File: src/rtl/hhdp_pkg.sv
// Shared types and constants for the heading-hold drive profile block.
`timescale 1ns / 1ps

package hhdp_pkg;

    // field and register widths
    localparam int TD_W       = 17;
    localparam int TH_W       = 16;
    localparam int SPD_W      = 7;
    localparam int GAIN_W     = 10;
    localparam int RAMP_W     = 17;
    localparam int BM_W       = 2;
    localparam int CFG_IDX_W  = 3;
    localparam int CFG_DATA_W = 17;
    localparam int HEAD_W     = 16;
    localparam int ENC_W      = 24;
    localparam int VEL_W      = 11;

    // internal datapath widths
    localparam int DL_W    = 26;
    localparam int TRAV_W  = DL_W + 1;
    localparam int ERR_W   = 12;
    localparam int DIFF_W  = 18;
    localparam int S_W     = 11;
    localparam int GE_W    = 22;
    localparam int FAC_W   = 23;
    localparam int MUL_A_W = 25;
    localparam int MUL_B_W = 23;
    localparam int MUL_P_W = MUL_A_W + MUL_B_W;
    localparam int PROD_W  = 37;

    // shared divider
    localparam int DIV_NUM_W = 28;
    localparam int DIV_DEN_W = 17;
    localparam int DIV_Q_W   = 11;
    localparam int DIV_STEPS = DIV_Q_W;
    localparam int DIV_CNT_W = $clog2(DIV_STEPS + 1);

    // arithmetic constants
    localparam logic signed [DIFF_W-1:0] ERR_WRAP_LIMIT = 18'sd27000;
    localparam logic signed [DIFF_W-1:0] FULL_TURN      = 18'sd36000;
    localparam logic signed [DIFF_W-1:0] ERR_CLAMP      = 18'sd1500;
    localparam logic signed [FAC_W-1:0]  GAIN_SCALE     = 23'sd100000;
    localparam logic [DIV_DEN_W-1:0]     GAIN_SCALE_DEN = 17'd100000;
    localparam logic [PROD_W-1:0]        VEL_SAT_LIMIT  = 37'd100100000;
    localparam logic [S_W-1:0]           VEL_LIMIT      = 11'd1000;
    localparam logic signed [VEL_W-1:0]  VEL_MAX        = 11'sd1000;
    localparam logic [MUL_B_W-1:0]       DIST_Q10       = 23'd3574;
    localparam int                       DIST_SHIFT     = 10;
    localparam logic [S_W-1:0]           SPEED_SCALE    = 11'd10;

    // command codes
    localparam logic CMD_START = 1'b0;
    localparam logic CMD_TICK  = 1'b1;

    // stop modes
    localparam logic [BM_W-1:0] BRAKE_COAST = 2'd0;
    localparam logic [BM_W-1:0] BRAKE_BRAKE = 2'd1;
    localparam logic [BM_W-1:0] BRAKE_HOLD  = 2'd2;

    // register indexes
    localparam logic [CFG_IDX_W-1:0] REG_TARGET_DISTANCE = 3'd0;
    localparam logic [CFG_IDX_W-1:0] REG_TARGET_HEADING  = 3'd1;
    localparam logic [CFG_IDX_W-1:0] REG_CRUISE_SPEED    = 3'd2;
    localparam logic [CFG_IDX_W-1:0] REG_STEER_GAIN      = 3'd3;
    localparam logic [CFG_IDX_W-1:0] REG_REVERSE         = 3'd4;
    localparam logic [CFG_IDX_W-1:0] REG_FINAL_SPEED     = 3'd5;
    localparam logic [CFG_IDX_W-1:0] REG_RAMP_LENGTH     = 3'd6;
    localparam logic [CFG_IDX_W-1:0] REG_BRAKE_MODE      = 3'd7;

    // register reset values
    localparam logic [TD_W-1:0]   TD_RST   = 17'd0;
    localparam logic [TH_W-1:0]   TH_RST   = 16'd0;
    localparam logic [SPD_W-1:0]  CS_RST   = 7'd50;
    localparam logic [GAIN_W-1:0] GAIN_RST = 10'd20;
    localparam logic              REV_RST  = 1'b0;
    localparam logic [SPD_W-1:0]  FS_RST   = 7'd20;
    localparam logic [RAMP_W-1:0] RAMP_RST = 17'd1000;
    localparam logic [BM_W-1:0]   BM_RST   = BRAKE_BRAKE;

    typedef enum logic [3:0] {
        S_IDLE,
        S_PREP,
        S_SPD_GO,
        S_SPD_WAIT,
        S_VA_MUL,
        S_VA_GO,
        S_VA_WAIT,
        S_VB_GO,
        S_VB_WAIT,
        S_DONE
    } state_t;

endpackage

File: src/rtl/hhdp_div.sv
// Restoring divider, one quotient bit per cycle, shared by the speed and velocity steps.
`timescale 1ns / 1ps

module hhdp_div (
    input  logic                            clk,
    input  logic                            rst_n,
    input  logic                            start,
    input  logic [hhdp_pkg::DIV_NUM_W-1:0]  num,
    input  logic [hhdp_pkg::DIV_DEN_W-1:0]  den,
    output logic                            done,
    output logic [hhdp_pkg::DIV_Q_W-1:0]    quot
);
    import hhdp_pkg::*;

    logic                 busy_reg, busy_next;
    logic                 done_reg, done_next;
    logic [DIV_CNT_W-1:0] cnt_reg, cnt_next;
    logic [DIV_NUM_W-1:0] rem_reg, rem_next;
    logic [DIV_NUM_W-1:0] dvs_reg, dvs_next;
    logic [DIV_Q_W-1:0]   q_reg, q_next;

    always_comb
    begin
        busy_next = busy_reg;
        done_next = 1'b0;
        cnt_next  = cnt_reg;
        rem_next  = rem_reg;
        dvs_next  = dvs_reg;
        q_next    = q_reg;
        priority if (start)
        begin
            rem_next  = num;
            dvs_next  = DIV_NUM_W'(den) << (DIV_STEPS - 1);
            q_next    = '0;
            cnt_next  = DIV_CNT_W'(DIV_STEPS);
            busy_next = 1'b1;
        end
        else if (busy_reg)
        begin
            if (rem_reg >= dvs_reg)
            begin
                rem_next = rem_reg - dvs_reg;
                q_next   = {q_reg[DIV_Q_W-2:0], 1'b1};
            end
            else
            begin
                q_next = {q_reg[DIV_Q_W-2:0], 1'b0};
            end
            dvs_next = dvs_reg >> 1;
            cnt_next = cnt_reg - DIV_CNT_W'(1);
            if (cnt_reg == DIV_CNT_W'(1))
            begin
                busy_next = 1'b0;
                done_next = 1'b1;
            end
        end
        else
        begin
            busy_next = 1'b0;
        end
    end

    always_ff @(posedge clk or negedge rst_n)
    begin
        if (!rst_n)
        begin
            busy_reg <= 1'b0;
            done_reg <= 1'b0;
            cnt_reg  <= '0;
        end
        else
        begin
            busy_reg <= busy_next;
            done_reg <= done_next;
            cnt_reg  <= cnt_next;
        end
    end

    always_ff @(posedge clk)
    begin
        rem_reg <= rem_next;
        dvs_reg <= dvs_next;
        q_reg   <= q_next;
    end

    assign done = done_reg;
    assign quot = q_reg;

endmodule

File: src/rtl/heading_hold_drive_profile.sv
// Top level: heading-hold straight drive with ramped speed profile.
//
//   port group   dir   handshake              contents
//   cfg          in    cfg_write              cfg_index, cfg_data
//   in           in    in_valid / in_ready    command, heading_cdeg, encoder_deg
//   out          out   out_valid / out_ready  velocities, spin_reverse, done_res, stop_mode
//
// Start beat or tick while idle: result valid and in_ready come back together from S_DONE.
// Tick while moving: result valid and in_ready come back after three passes of the
// 11-step shared divider (speed ramp, then each side's velocity) and the sequencer steps.
// rst_n clears state, registers to their defaults and the output valid.
// A finished result sits in the output register; a new beat is taken while it waits, and a
// second finished result holds until out_ready frees the register.
`timescale 1ns / 1ps

module heading_hold_drive_profile (
    input  logic                                   clk,
    input  logic                                   rst_n,
    input  logic                                   cfg_write,
    input  logic [hhdp_pkg::CFG_IDX_W-1:0]         cfg_index,
    input  logic [hhdp_pkg::CFG_DATA_W-1:0]        cfg_data,
    input  logic                                   in_valid,
    output logic                                   in_ready,
    input  logic                                   command,
    input  logic [hhdp_pkg::HEAD_W-1:0]            heading_cdeg,
    input  logic signed [hhdp_pkg::ENC_W-1:0]      encoder_deg,
    output logic                                   out_valid,
    input  logic                                   out_ready,
    output logic signed [hhdp_pkg::VEL_W-1:0]      left_velocity,
    output logic signed [hhdp_pkg::VEL_W-1:0]      right_velocity,
    output logic                                   spin_reverse,
    output logic                                   done_res,
    output logic [hhdp_pkg::BM_W-1:0]              stop_mode
);
    import hhdp_pkg::*;

    // configuration
    logic [TD_W-1:0]   td_reg;
    logic [TH_W-1:0]   th_reg;
    logic [SPD_W-1:0]  cs_reg;
    logic [GAIN_W-1:0] gain_reg;
    logic              rev_reg;
    logic [SPD_W-1:0]  fs_reg;
    logic [RAMP_W-1:0] ramp_reg;
    logic [BM_W-1:0]   bm_reg;

    state_t state_reg, state_next;

    logic                    moving_reg, moving_next;
    logic signed [DL_W-1:0]  dl_reg, dl_next;
    logic [HEAD_W-1:0]       heading_reg, heading_next;
    logic [ENC_W-1:0]        mag_reg, mag_next;
    logic signed [ERR_W-1:0] err_reg, err_next;
    logic                    direct_reg, direct_next;
    logic [S_W-1:0]          s_reg, s_next;
    logic signed [GE_W-1:0]  ge_reg, ge_next;
    logic signed [PROD_W-1:0] prod_reg, prod_next;
    logic                    vneg_reg, vneg_next;
    logic                    vsat_reg, vsat_next;
    logic signed [VEL_W-1:0] va_reg, va_next;

    logic signed [VEL_W-1:0] res_left_reg, res_left_next;
    logic signed [VEL_W-1:0] res_right_reg, res_right_next;
    logic                    res_done_reg, res_done_next;
    logic                    res_moving_reg, res_moving_next;
    logic signed [DL_W-1:0]  res_dl_reg, res_dl_next;

    logic                    out_valid_reg, out_valid_next;
    logic signed [VEL_W-1:0] left_reg, left_next;
    logic signed [VEL_W-1:0] right_reg, right_next;
    logic                    spin_reg, spin_next;
    logic                    odone_reg, odone_next;
    logic [BM_W-1:0]         stop_reg, stop_next;

    // shared units
    logic                        div_start;
    logic [DIV_NUM_W-1:0]        div_num;
    logic [DIV_DEN_W-1:0]        div_den;
    logic                        div_done;
    logic [DIV_Q_W-1:0]          div_q;
    logic signed [MUL_A_W-1:0]   mul_a;
    logic signed [MUL_B_W-1:0]   mul_b;
    logic signed [MUL_P_W-1:0]   mul_p;

    // combinational helpers
    logic                      in_fire;
    logic                      out_load;
    logic signed [DIFF_W-1:0]  err_diff;
    logic signed [DIFF_W-1:0]  err_wrap;
    logic signed [DIFF_W-1:0]  err_lim;
    logic [RAMP_W-1:0]         ramp_eff;
    logic signed [TRAV_W-1:0]  trav;
    logic                      dl_lt_ramp;
    logic                      trav_lt_ramp;
    logic [RAMP_W-1:0]         spd_x;
    logic                      spd_direct;
    logic [S_W-1:0]            top_speed;
    logic [S_W-1:0]            floor_speed;
    logic [S_W-1:0]            spd_q;
    logic signed [FAC_W-1:0]   fac_a;
    logic signed [FAC_W-1:0]   fac_b;
    logic [PROD_W-1:0]         prod_abs;
    logic [S_W-1:0]            vel_mag;
    logic signed [VEL_W-1:0]   vel_pos;
    logic signed [VEL_W-1:0]   vel_val;
    logic [DL_W-1:0]           dist_d;
    logic signed [TRAV_W-1:0]  dl_new;
    logic [ENC_W-1:0]          enc_abs;

    hhdp_div u_div (
        .clk   (clk),
        .rst_n (rst_n),
        .start (div_start),
        .num   (div_num),
        .den   (div_den),
        .done  (div_done),
        .quot  (div_q)
    );

    assign mul_p = mul_a * mul_b;

    always_ff @(posedge clk or negedge rst_n)
    begin
        if (!rst_n)
        begin
            td_reg   <= TD_RST;
            th_reg   <= TH_RST;
            cs_reg   <= CS_RST;
            gain_reg <= GAIN_RST;
            rev_reg  <= REV_RST;
            fs_reg   <= FS_RST;
            ramp_reg <= RAMP_RST;
            bm_reg   <= BM_RST;
        end
        else if (cfg_write)
        begin
            unique case (cfg_index)
                REG_TARGET_DISTANCE: td_reg   <= cfg_data[TD_W-1:0];
                REG_TARGET_HEADING:  th_reg   <= cfg_data[TH_W-1:0];
                REG_CRUISE_SPEED:    cs_reg   <= cfg_data[SPD_W-1:0];
                REG_STEER_GAIN:      gain_reg <= cfg_data[GAIN_W-1:0];
                REG_REVERSE:         rev_reg  <= cfg_data[0];
                REG_FINAL_SPEED:     fs_reg   <= cfg_data[SPD_W-1:0];
                REG_RAMP_LENGTH:     ramp_reg <= cfg_data[RAMP_W-1:0];
                REG_BRAKE_MODE:      bm_reg   <= cfg_data[BM_W-1:0];
            endcase
        end
    end

    assign in_ready = (state_reg == S_IDLE);
    assign in_fire  = in_valid && in_ready;
    assign out_load = (state_reg == S_DONE) && (!out_valid_reg || out_ready);

    // heading error, wrapped then clamped
    always_comb
    begin
        err_diff = $signed(DIFF_W'(heading_reg)) - $signed(DIFF_W'(th_reg));
        err_wrap = err_diff;
        if (err_wrap < -ERR_WRAP_LIMIT)
        begin
            err_wrap = err_wrap + FULL_TURN;
        end
        if (err_wrap > ERR_WRAP_LIMIT)
        begin
            err_wrap = err_wrap - FULL_TURN;
        end
        err_lim = err_wrap;
        if (err_lim < -ERR_CLAMP)
        begin
            err_lim = -ERR_CLAMP;
        end
        if (err_lim > ERR_CLAMP)
        begin
            err_lim = ERR_CLAMP;
        end
    end

    // ramp selection
    always_comb
    begin
        ramp_eff     = (ramp_reg == '0) ? RAMP_W'(1) : ramp_reg;
        trav         = $signed(TRAV_W'(td_reg)) - TRAV_W'(dl_reg);
        dl_lt_ramp   = dl_reg < $signed(DL_W'(ramp_eff));
        trav_lt_ramp = trav < $signed(TRAV_W'(ramp_eff));
        spd_x        = '0;
        spd_direct   = 1'b0;
        priority if (dl_lt_ramp)
        begin
            spd_x = dl_reg[RAMP_W-1:0];
        end
        else if (trav_lt_ramp)
        begin
            spd_x = trav[TRAV_W-1] ? '0 : trav[RAMP_W-1:0];
        end
        else
        begin
            spd_direct = 1'b1;
        end
    end

    assign top_speed   = S_W'(cs_reg) * SPEED_SCALE;
    assign floor_speed = S_W'(fs_reg) * SPEED_SCALE;
    assign spd_q       = direct_reg ? top_speed : div_q;
    assign fac_a       = GAIN_SCALE - FAC_W'(ge_reg);
    assign fac_b       = GAIN_SCALE + FAC_W'(ge_reg);
    assign prod_abs    = prod_reg[PROD_W-1] ? PROD_W'(-prod_reg) : PROD_W'(prod_reg);
    assign vel_mag     = vsat_reg ? VEL_LIMIT : div_q;
    assign vel_pos     = $signed(vel_mag);
    assign vel_val     = vneg_reg ? -vel_pos : vel_pos;
    assign dist_d      = prod_reg[DIST_SHIFT +: DL_W];
    assign dl_new      = $signed(TRAV_W'(td_reg)) - $signed(TRAV_W'(dist_d));
    assign enc_abs     = encoder_deg[ENC_W-1] ? ENC_W'(-encoder_deg) : ENC_W'(encoder_deg);

    // next state
    always_comb
    begin
        state_next = state_reg;
        unique case (state_reg)
            S_IDLE:
            begin
                if (in_fire)
                begin
                    if (command == CMD_TICK && moving_reg)
                    begin
                        state_next = S_PREP;
                    end
                    else
                    begin
                        state_next = S_DONE;
                    end
                end
            end
            S_PREP:     state_next = S_SPD_GO;
            S_SPD_GO:   state_next = S_SPD_WAIT;
            S_SPD_WAIT: if (div_done) state_next = S_VA_MUL;
            S_VA_MUL:   state_next = S_VA_GO;
            S_VA_GO:    state_next = S_VA_WAIT;
            S_VA_WAIT:  if (div_done) state_next = S_VB_GO;
            S_VB_GO:    state_next = S_VB_WAIT;
            S_VB_WAIT:  if (div_done) state_next = S_DONE;
            S_DONE:     if (out_load) state_next = S_IDLE;
            default:    state_next = S_IDLE;
        endcase
    end

    // datapath and outputs
    always_comb
    begin
        moving_next     = moving_reg;
        dl_next         = dl_reg;
        heading_next    = heading_reg;
        mag_next        = mag_reg;
        err_next        = err_reg;
        direct_next     = direct_reg;
        s_next          = s_reg;
        ge_next         = ge_reg;
        prod_next       = prod_reg;
        vneg_next       = vneg_reg;
        vsat_next       = vsat_reg;
        va_next         = va_reg;
        res_left_next   = res_left_reg;
        res_right_next  = res_right_reg;
        res_done_next   = res_done_reg;
        res_moving_next = res_moving_reg;
        res_dl_next     = res_dl_reg;
        out_valid_next  = out_valid_reg && !out_ready;
        left_next       = left_reg;
        right_next      = right_reg;
        spin_next       = spin_reg;
        odone_next      = odone_reg;
        stop_next       = stop_reg;
        div_start       = 1'b0;
        div_num         = prod_abs[DIV_NUM_W-1:0];
        div_den         = GAIN_SCALE_DEN;
        mul_a           = '0;
        mul_b           = '0;

        unique case (state_reg)
            S_IDLE:
            begin
                if (in_fire)
                begin
                    heading_next    = heading_cdeg;
                    mag_next        = enc_abs;
                    res_left_next   = '0;
                    res_right_next  = '0;
                    res_dl_next     = dl_reg;
                    res_moving_next = moving_reg;
                    res_done_next   = 1'b1;
                    if (command == CMD_START)
                    begin
                        res_dl_next     = $signed(DL_W'(td_reg));
                        res_moving_next = (td_reg != '0);
                        res_done_next   = (td_reg == '0);
                    end
                end
            end
            S_PREP:
            begin
                err_next    = err_lim[ERR_W-1:0];
                direct_next = spd_direct;
                mul_a       = $signed(MUL_A_W'(spd_x));
                mul_b       = $signed(MUL_B_W'(top_speed));
                prod_next   = mul_p[PROD_W-1:0];
            end
            S_SPD_GO:
            begin
                div_start = 1'b1;
                div_num   = prod_reg[DIV_NUM_W-1:0];
                div_den   = ramp_eff;
                mul_a     = MUL_A_W'(err_reg);
                mul_b     = $signed(MUL_B_W'(gain_reg));
                prod_next = mul_p[PROD_W-1:0];
            end
            S_SPD_WAIT:
            begin
                ge_next = prod_reg[GE_W-1:0];
                if (div_done)
                begin
                    s_next = (spd_q < floor_speed) ? floor_speed : spd_q;
                end
            end
            S_VA_MUL:
            begin
                mul_a     = $signed(MUL_A_W'(s_reg));
                mul_b     = MUL_B_W'(fac_a);
                prod_next = mul_p[PROD_W-1:0];
            end
            S_VA_GO:
            begin
                div_start = 1'b1;
                vneg_next = prod_reg[PROD_W-1];
                vsat_next = prod_abs >= VEL_SAT_LIMIT;
                mul_a     = $signed(MUL_A_W'(s_reg));
                mul_b     = MUL_B_W'(fac_b);
                prod_next = mul_p[PROD_W-1:0];
            end
            S_VA_WAIT:
            begin
                if (div_done)
                begin
                    va_next = vel_val;
                end
            end
            S_VB_GO:
            begin
                div_start = 1'b1;
                vneg_next = prod_reg[PROD_W-1];
                vsat_next = prod_abs >= VEL_SAT_LIMIT;
                mul_a     = $signed(MUL_A_W'(mag_reg));
                mul_b     = $signed(DIST_Q10);
                prod_next = mul_p[PROD_W-1:0];
            end
            S_VB_WAIT:
            begin
                if (div_done)
                begin
                    res_left_next   = rev_reg ? vel_val : va_reg;
                    res_right_next  = rev_reg ? va_reg : vel_val;
                    res_dl_next     = dl_new[DL_W-1:0];
                    res_done_next   = (dl_new <= 0);
                    res_moving_next = !(dl_new <= 0);
                end
            end
            S_DONE:
            begin
                if (out_load)
                begin
                    out_valid_next = 1'b1;
                    left_next      = res_left_reg;
                    right_next     = res_right_reg;
                    spin_next      = rev_reg;
                    odone_next     = res_done_reg;
                    stop_next      = (bm_reg > BRAKE_HOLD) ? BRAKE_HOLD : bm_reg;
                    dl_next        = res_dl_reg;
                    moving_next    = res_moving_reg;
                end
            end
            default:
            begin
            end
        endcase
    end

    always_ff @(posedge clk or negedge rst_n)
    begin
        if (!rst_n)
        begin
            state_reg     <= S_IDLE;
            moving_reg    <= 1'b0;
            dl_reg        <= '0;
            out_valid_reg <= 1'b0;
        end
        else
        begin
            state_reg     <= state_next;
            moving_reg    <= moving_next;
            dl_reg        <= dl_next;
            out_valid_reg <= out_valid_next;
        end
    end

    always_ff @(posedge clk)
    begin
        heading_reg    <= heading_next;
        mag_reg        <= mag_next;
        err_reg        <= err_next;
        direct_reg     <= direct_next;
        s_reg          <= s_next;
        ge_reg         <= ge_next;
        prod_reg       <= prod_next;
        vneg_reg       <= vneg_next;
        vsat_reg       <= vsat_next;
        va_reg         <= va_next;
        res_left_reg   <= res_left_next;
        res_right_reg  <= res_right_next;
        res_done_reg   <= res_done_next;
        res_moving_reg <= res_moving_next;
        res_dl_reg     <= res_dl_next;
        left_reg       <= left_next;
        right_reg      <= right_next;
        spin_reg       <= spin_next;
        odone_reg      <= odone_next;
        stop_reg       <= stop_next;
    end

    assign out_valid      = out_valid_reg;
    assign left_velocity  = left_reg;
    assign right_velocity = right_reg;
    assign spin_reverse   = spin_reg;
    assign done_res       = odone_reg;
    assign stop_mode      = stop_reg;

    // armed only with distance still to go
    a_moving_dist: assert property (@(posedge clk) disable iff (!rst_n)
        moving_reg |-> (dl_reg > 0))
        else $error("armed with no distance left");

    // divider finishes only where the sequencer waits for it
    a_div_done_wait: assert property (@(posedge clk) disable iff (!rst_n)
        div_done |-> (state_reg == S_SPD_WAIT || state_reg == S_VA_WAIT ||
                      state_reg == S_VB_WAIT))
        else $error("divider result outside a wait state");

    // velocities saturated on every beat
    a_vel_range: assert property (@(posedge clk) disable iff (!rst_n)
        out_valid |-> (left_velocity <= VEL_MAX && left_velocity >= -VEL_MAX &&
                       right_velocity <= VEL_MAX && right_velocity >= -VEL_MAX))
        else $error("velocity beyond saturation limit");

endmodule
File: config.mk
export PLATFORM = sky130hd
export DESIGN_NAME = heading_hold_drive_profile
export DESIGN_NICKNAME = d
export VERILOG_FILES = /design/src/rtl/hhdp_pkg.sv /design/src/rtl/hhdp_div.sv /design/src/rtl/heading_hold_drive_profile.sv
export SDC_FILE = /design/constraint.sdc
export NUM_CORES = 2
export LEC_CHECK = 0
export BUFFER_PORTS_ARGS = -buffer_cell sky130_fd_sc_hd__buf_4
export CAP_MARGIN = 40
export CORE_MARGIN = 5
export CORE_UTILIZATION = 25
export CTS_BUF_LIST = sky130_fd_sc_hd__clkbuf_4
export CTS_CLUSTER_DIAMETER = 100
export DETAILED_ROUTE_END_ITERATION = 12
export GPL_TIMING_DRIVEN = 0
export SLEW_MARGIN = 10
export SYNTH_ARGS = -nofsm -noshare
export SYNTH_HDL_FRONTEND = slang
export SYNTH_SLANG_ARGS = --single-unit
File: constraint.sdc
create_clock -name clk -period 31.5 [get_ports clk]
set_input_delay 6.3 -clock clk [delete_from_list [all_inputs] [get_ports clk]]
set_output_delay 6.3 -clock clk [all_outputs]
set_load 0.05 [all_outputs]
==> impl_metrics.toml <==
[setup_path]
path_common_cell = "fa_1"
crit_family = "compound AO/OA/AOI/OAI gates"
path_class = "register to register"
cp_slowest_cell = "o41ai_1"
cp-end-kind = "register"
crit_path_max_incr_delay_ns = 0.85
critPathBufInv = 9
arrival_ns = 15.69
critical_path_required_ns = 32.08
critPathLaunchType = "register"
worstPathMaxFanout = 10

[cts]
cts_tree = "built"
insertion_delay_ns = 0.93
clockRootBuffer = "clkbuf_4"
clockBufferDepth = 3
clkSinkCount = 393
cts_made_buffers = 110
cts_resized = 0
postCtsSetupBuffers = 0
path_clk_slew_ns = 0.08
postCtsHoldBufs = 0
h-tree-depth = 3

[grt]
track_usage = 0.151
grt_first_pass_wirelength_mm = 204
grt_antenna_before_repair = 10
overflow = 0
grt_pass1_vias = 33770
grt_max_degree = 72

[synth]
ys_seq_elements = 393
synth_edf_count = 257
yosys_warnings = 0
yosysTopAreaCellShare = 0.230
synth_area_leader_cell = "fa_1"
syn-cell-area_sq_mm = 0.0416
syn_inst = 4428
yosysSeqAreaShare = 0.265
synth_ff_type = "edfxtp_1"
synth.area.top_cells = "fa_1, edfxtp_1, ha_1"
synth-async-reset-ratio = 0.293
syn_avg_cell_area_sq_um = 9.39
synth.distinct_cells = 107

[flow_run]
drv_cap = 0

[routing]
drt_iter0_markers = 2585
drc = 0
finalWirelength_mm = 133
ant_nets = 0
drtPass1Iterations = 6
via_count = 33435
wire_per_inst_microns = 18.9
via_per_inst = 4.75

[place]
placed_area_sq_mm = 0.0457
io_buffers = 90
post-place-ws_ns = 16.75
hpwl_mm = 109
gp_congestion = 0.969

[floorplanning]
start_util = 0.252
row_count = 149
die_h_microns = 418
chipWidth_microns = 418
core_sq_mm = 0.165
num_io_pins = 94
die_area_sq_mm = 0.175

[timing]
rsz0062_at_grt = "no"
finalMaxSlewViolations = 0
fin_crit_ns = 15.10
tightest_slew_ns = 0.948
slew_headroom = 0.368
final_hold_viol_count = 0
clock_skew_ns = 0.115
post-route-period-util = 0.479
tns_ns = 0
hold_slack_ns = 0.416
setup_viol = 0
fmax_mhz = 66.2
fin_ws_ns = 16.40

[finish]
nets = 5562
area.growth.synth_to_final_pct = 13.7
drive_gt1_frac = 0.0996
final_area_sq_mm = 0.0473
largest_reg_flops = 37

[worst_hold_path]
hp-class = "register to register"

[outcome]
status = "completed"
[path summary, 6_finish.rpt]
| path | startpoint | slack [ns] | to | depth (start not counted) |
|---|---|---|---|---|
| max in group asynchronous | rst_n | 25.34 | u_div.cnt_reg[0] | 2 |
| setup reg to reg | td_reg[0] | 16.40 | prod_reg[33] | 47 |
| hold reg to reg | res_done_reg | 0.42 | done_res | 0 |
| min in group asynchronous | rst_n | 5.31 | th_reg[6] | 1 |
| hold / removal | res_done_reg | 0.42 | done_res | 0 |
| setup / recovery | td_reg[0] | 16.40 | prod_reg[33] | 47 |
[per-stage QoR]
stage / util / cells
5_1_grt: 0.286 / 7039
3_5_place_dp: 0.277 / 6823
4_1_cts: 0.286 / 7033
3_3_place_gp: 0.274 / 6792
2_1_floorplan: - / 4513
6_report: 0.286 / 7043
[routing by layer]
metal,wire (microns),global-route usage,part of all wire,up-vias
met1,56900,0.199,0.43,16687
li1,-,-,-,15288
met5,16,0,0.00012,-
met2,60400,0.242,0.46,1205
met4,5210,0.0597,0.039,2
met3,10300,0.0306,0.077,253
[layout make-up]
type                       count  area, sq um
inverter                     804         3020
fill                       17626       118000
timing repair buffer         125         1060
sequential                   393        11000
tap                         2189         2740
buffer                       150          568
antenna                        6         15.0
clock inverter                36          196
clock buffer                 174         1310
multi-input combinational   3166        27300
[logic make-up after synthesis]
family | count (synthesis) | synth area share
xor gates and xnor gates | 181 | 0.0392
muxes | 130 | 0.0339
DFF | 393 | 0.265
other | 2 | 0.000181
adders and majority gates | 746 | 0.311
buffers and inverters | 954 | 0.0862
and+or+nand+nor | 1242 | 0.137
AOI/OAI and AO/OA | 780 | 0.127
[cells in the final DEF (no fill, tap or decap), drive strengths merged, types with 18 or more instances in the layout]
master / instances
a211oi: 32
a21boi: 26
a21o: 46
a21oi: 190
a31oi: 18
and2: 42
and3: 24
buf: 140
clkbuf: 308
clkinv: 32
conb: 87
dfrtp: 101
dfxtp: 21
edfxtp: 257
fa: 477
ha: 269
inv: 807
mux2: 75
mux2i: 55
nand2: 454
nand2b: 49
nand3: 56
nor2: 365
nor2b: 45
nor3: 59
nor4: 29
o21a: 37
o21ai: 193
o221ai: 25
o31ai: 21
or2: 20
or3: 39
xnor2: 131
xor2: 50
[synth_stat cells (9+ instances only)]
| cell | count |
|---|---|
| o21a_1 | 37 |
| a21boi_0 | 21 |
| fa_1 | 477 |
| o41ai_1 | 9 |
| mux2_2 | 75 |
| dfrtp_1 | 101 |
| o221ai_1 | 25 |
| and2_1 | 41 |
| nand2_1 | 454 |
| a31oi_1 | 18 |
| nor4_1 | 29 |
| a221o_1 | 15 |
| nand3_1 | 55 |
| xor2_1 | 47 |
| ha_1 | 269 |
| clkbuf_1 | 132 |
| o21bai_1 | 16 |
| or3_1 | 39 |
| edfxtp_1 | 257 |
| nor2_1 | 363 |
| dfxtp_1 | 21 |
| a22o_1 | 10 |
| a22oi_1 | 10 |
| nor2b_1 | 45 |
| or4_1 | 14 |
| a21oi_1 | 186 |
| nand4_1 | 15 |
| inv_1 | 801 |
| a21o_1 | 45 |
| dfstp_2 | 14 |
| mux2i_1 | 54 |
| nand2b_1 | 49 |
| o31ai_1 | 21 |
| o211ai_1 | 16 |
| or2_2 | 20 |
| a221oi_1 | 11 |
| o22ai_1 | 15 |
| nor3_1 | 57 |
| xnor2_1 | 128 |
| buf_1 | 15 |
| a211oi_1 | 31 |
| and3_1 | 22 |
| o21ai_0 | 186 |
Power is not shown: default switching activity piles up to over one toggle a cycle in this logic, so the estimate is an artifact.
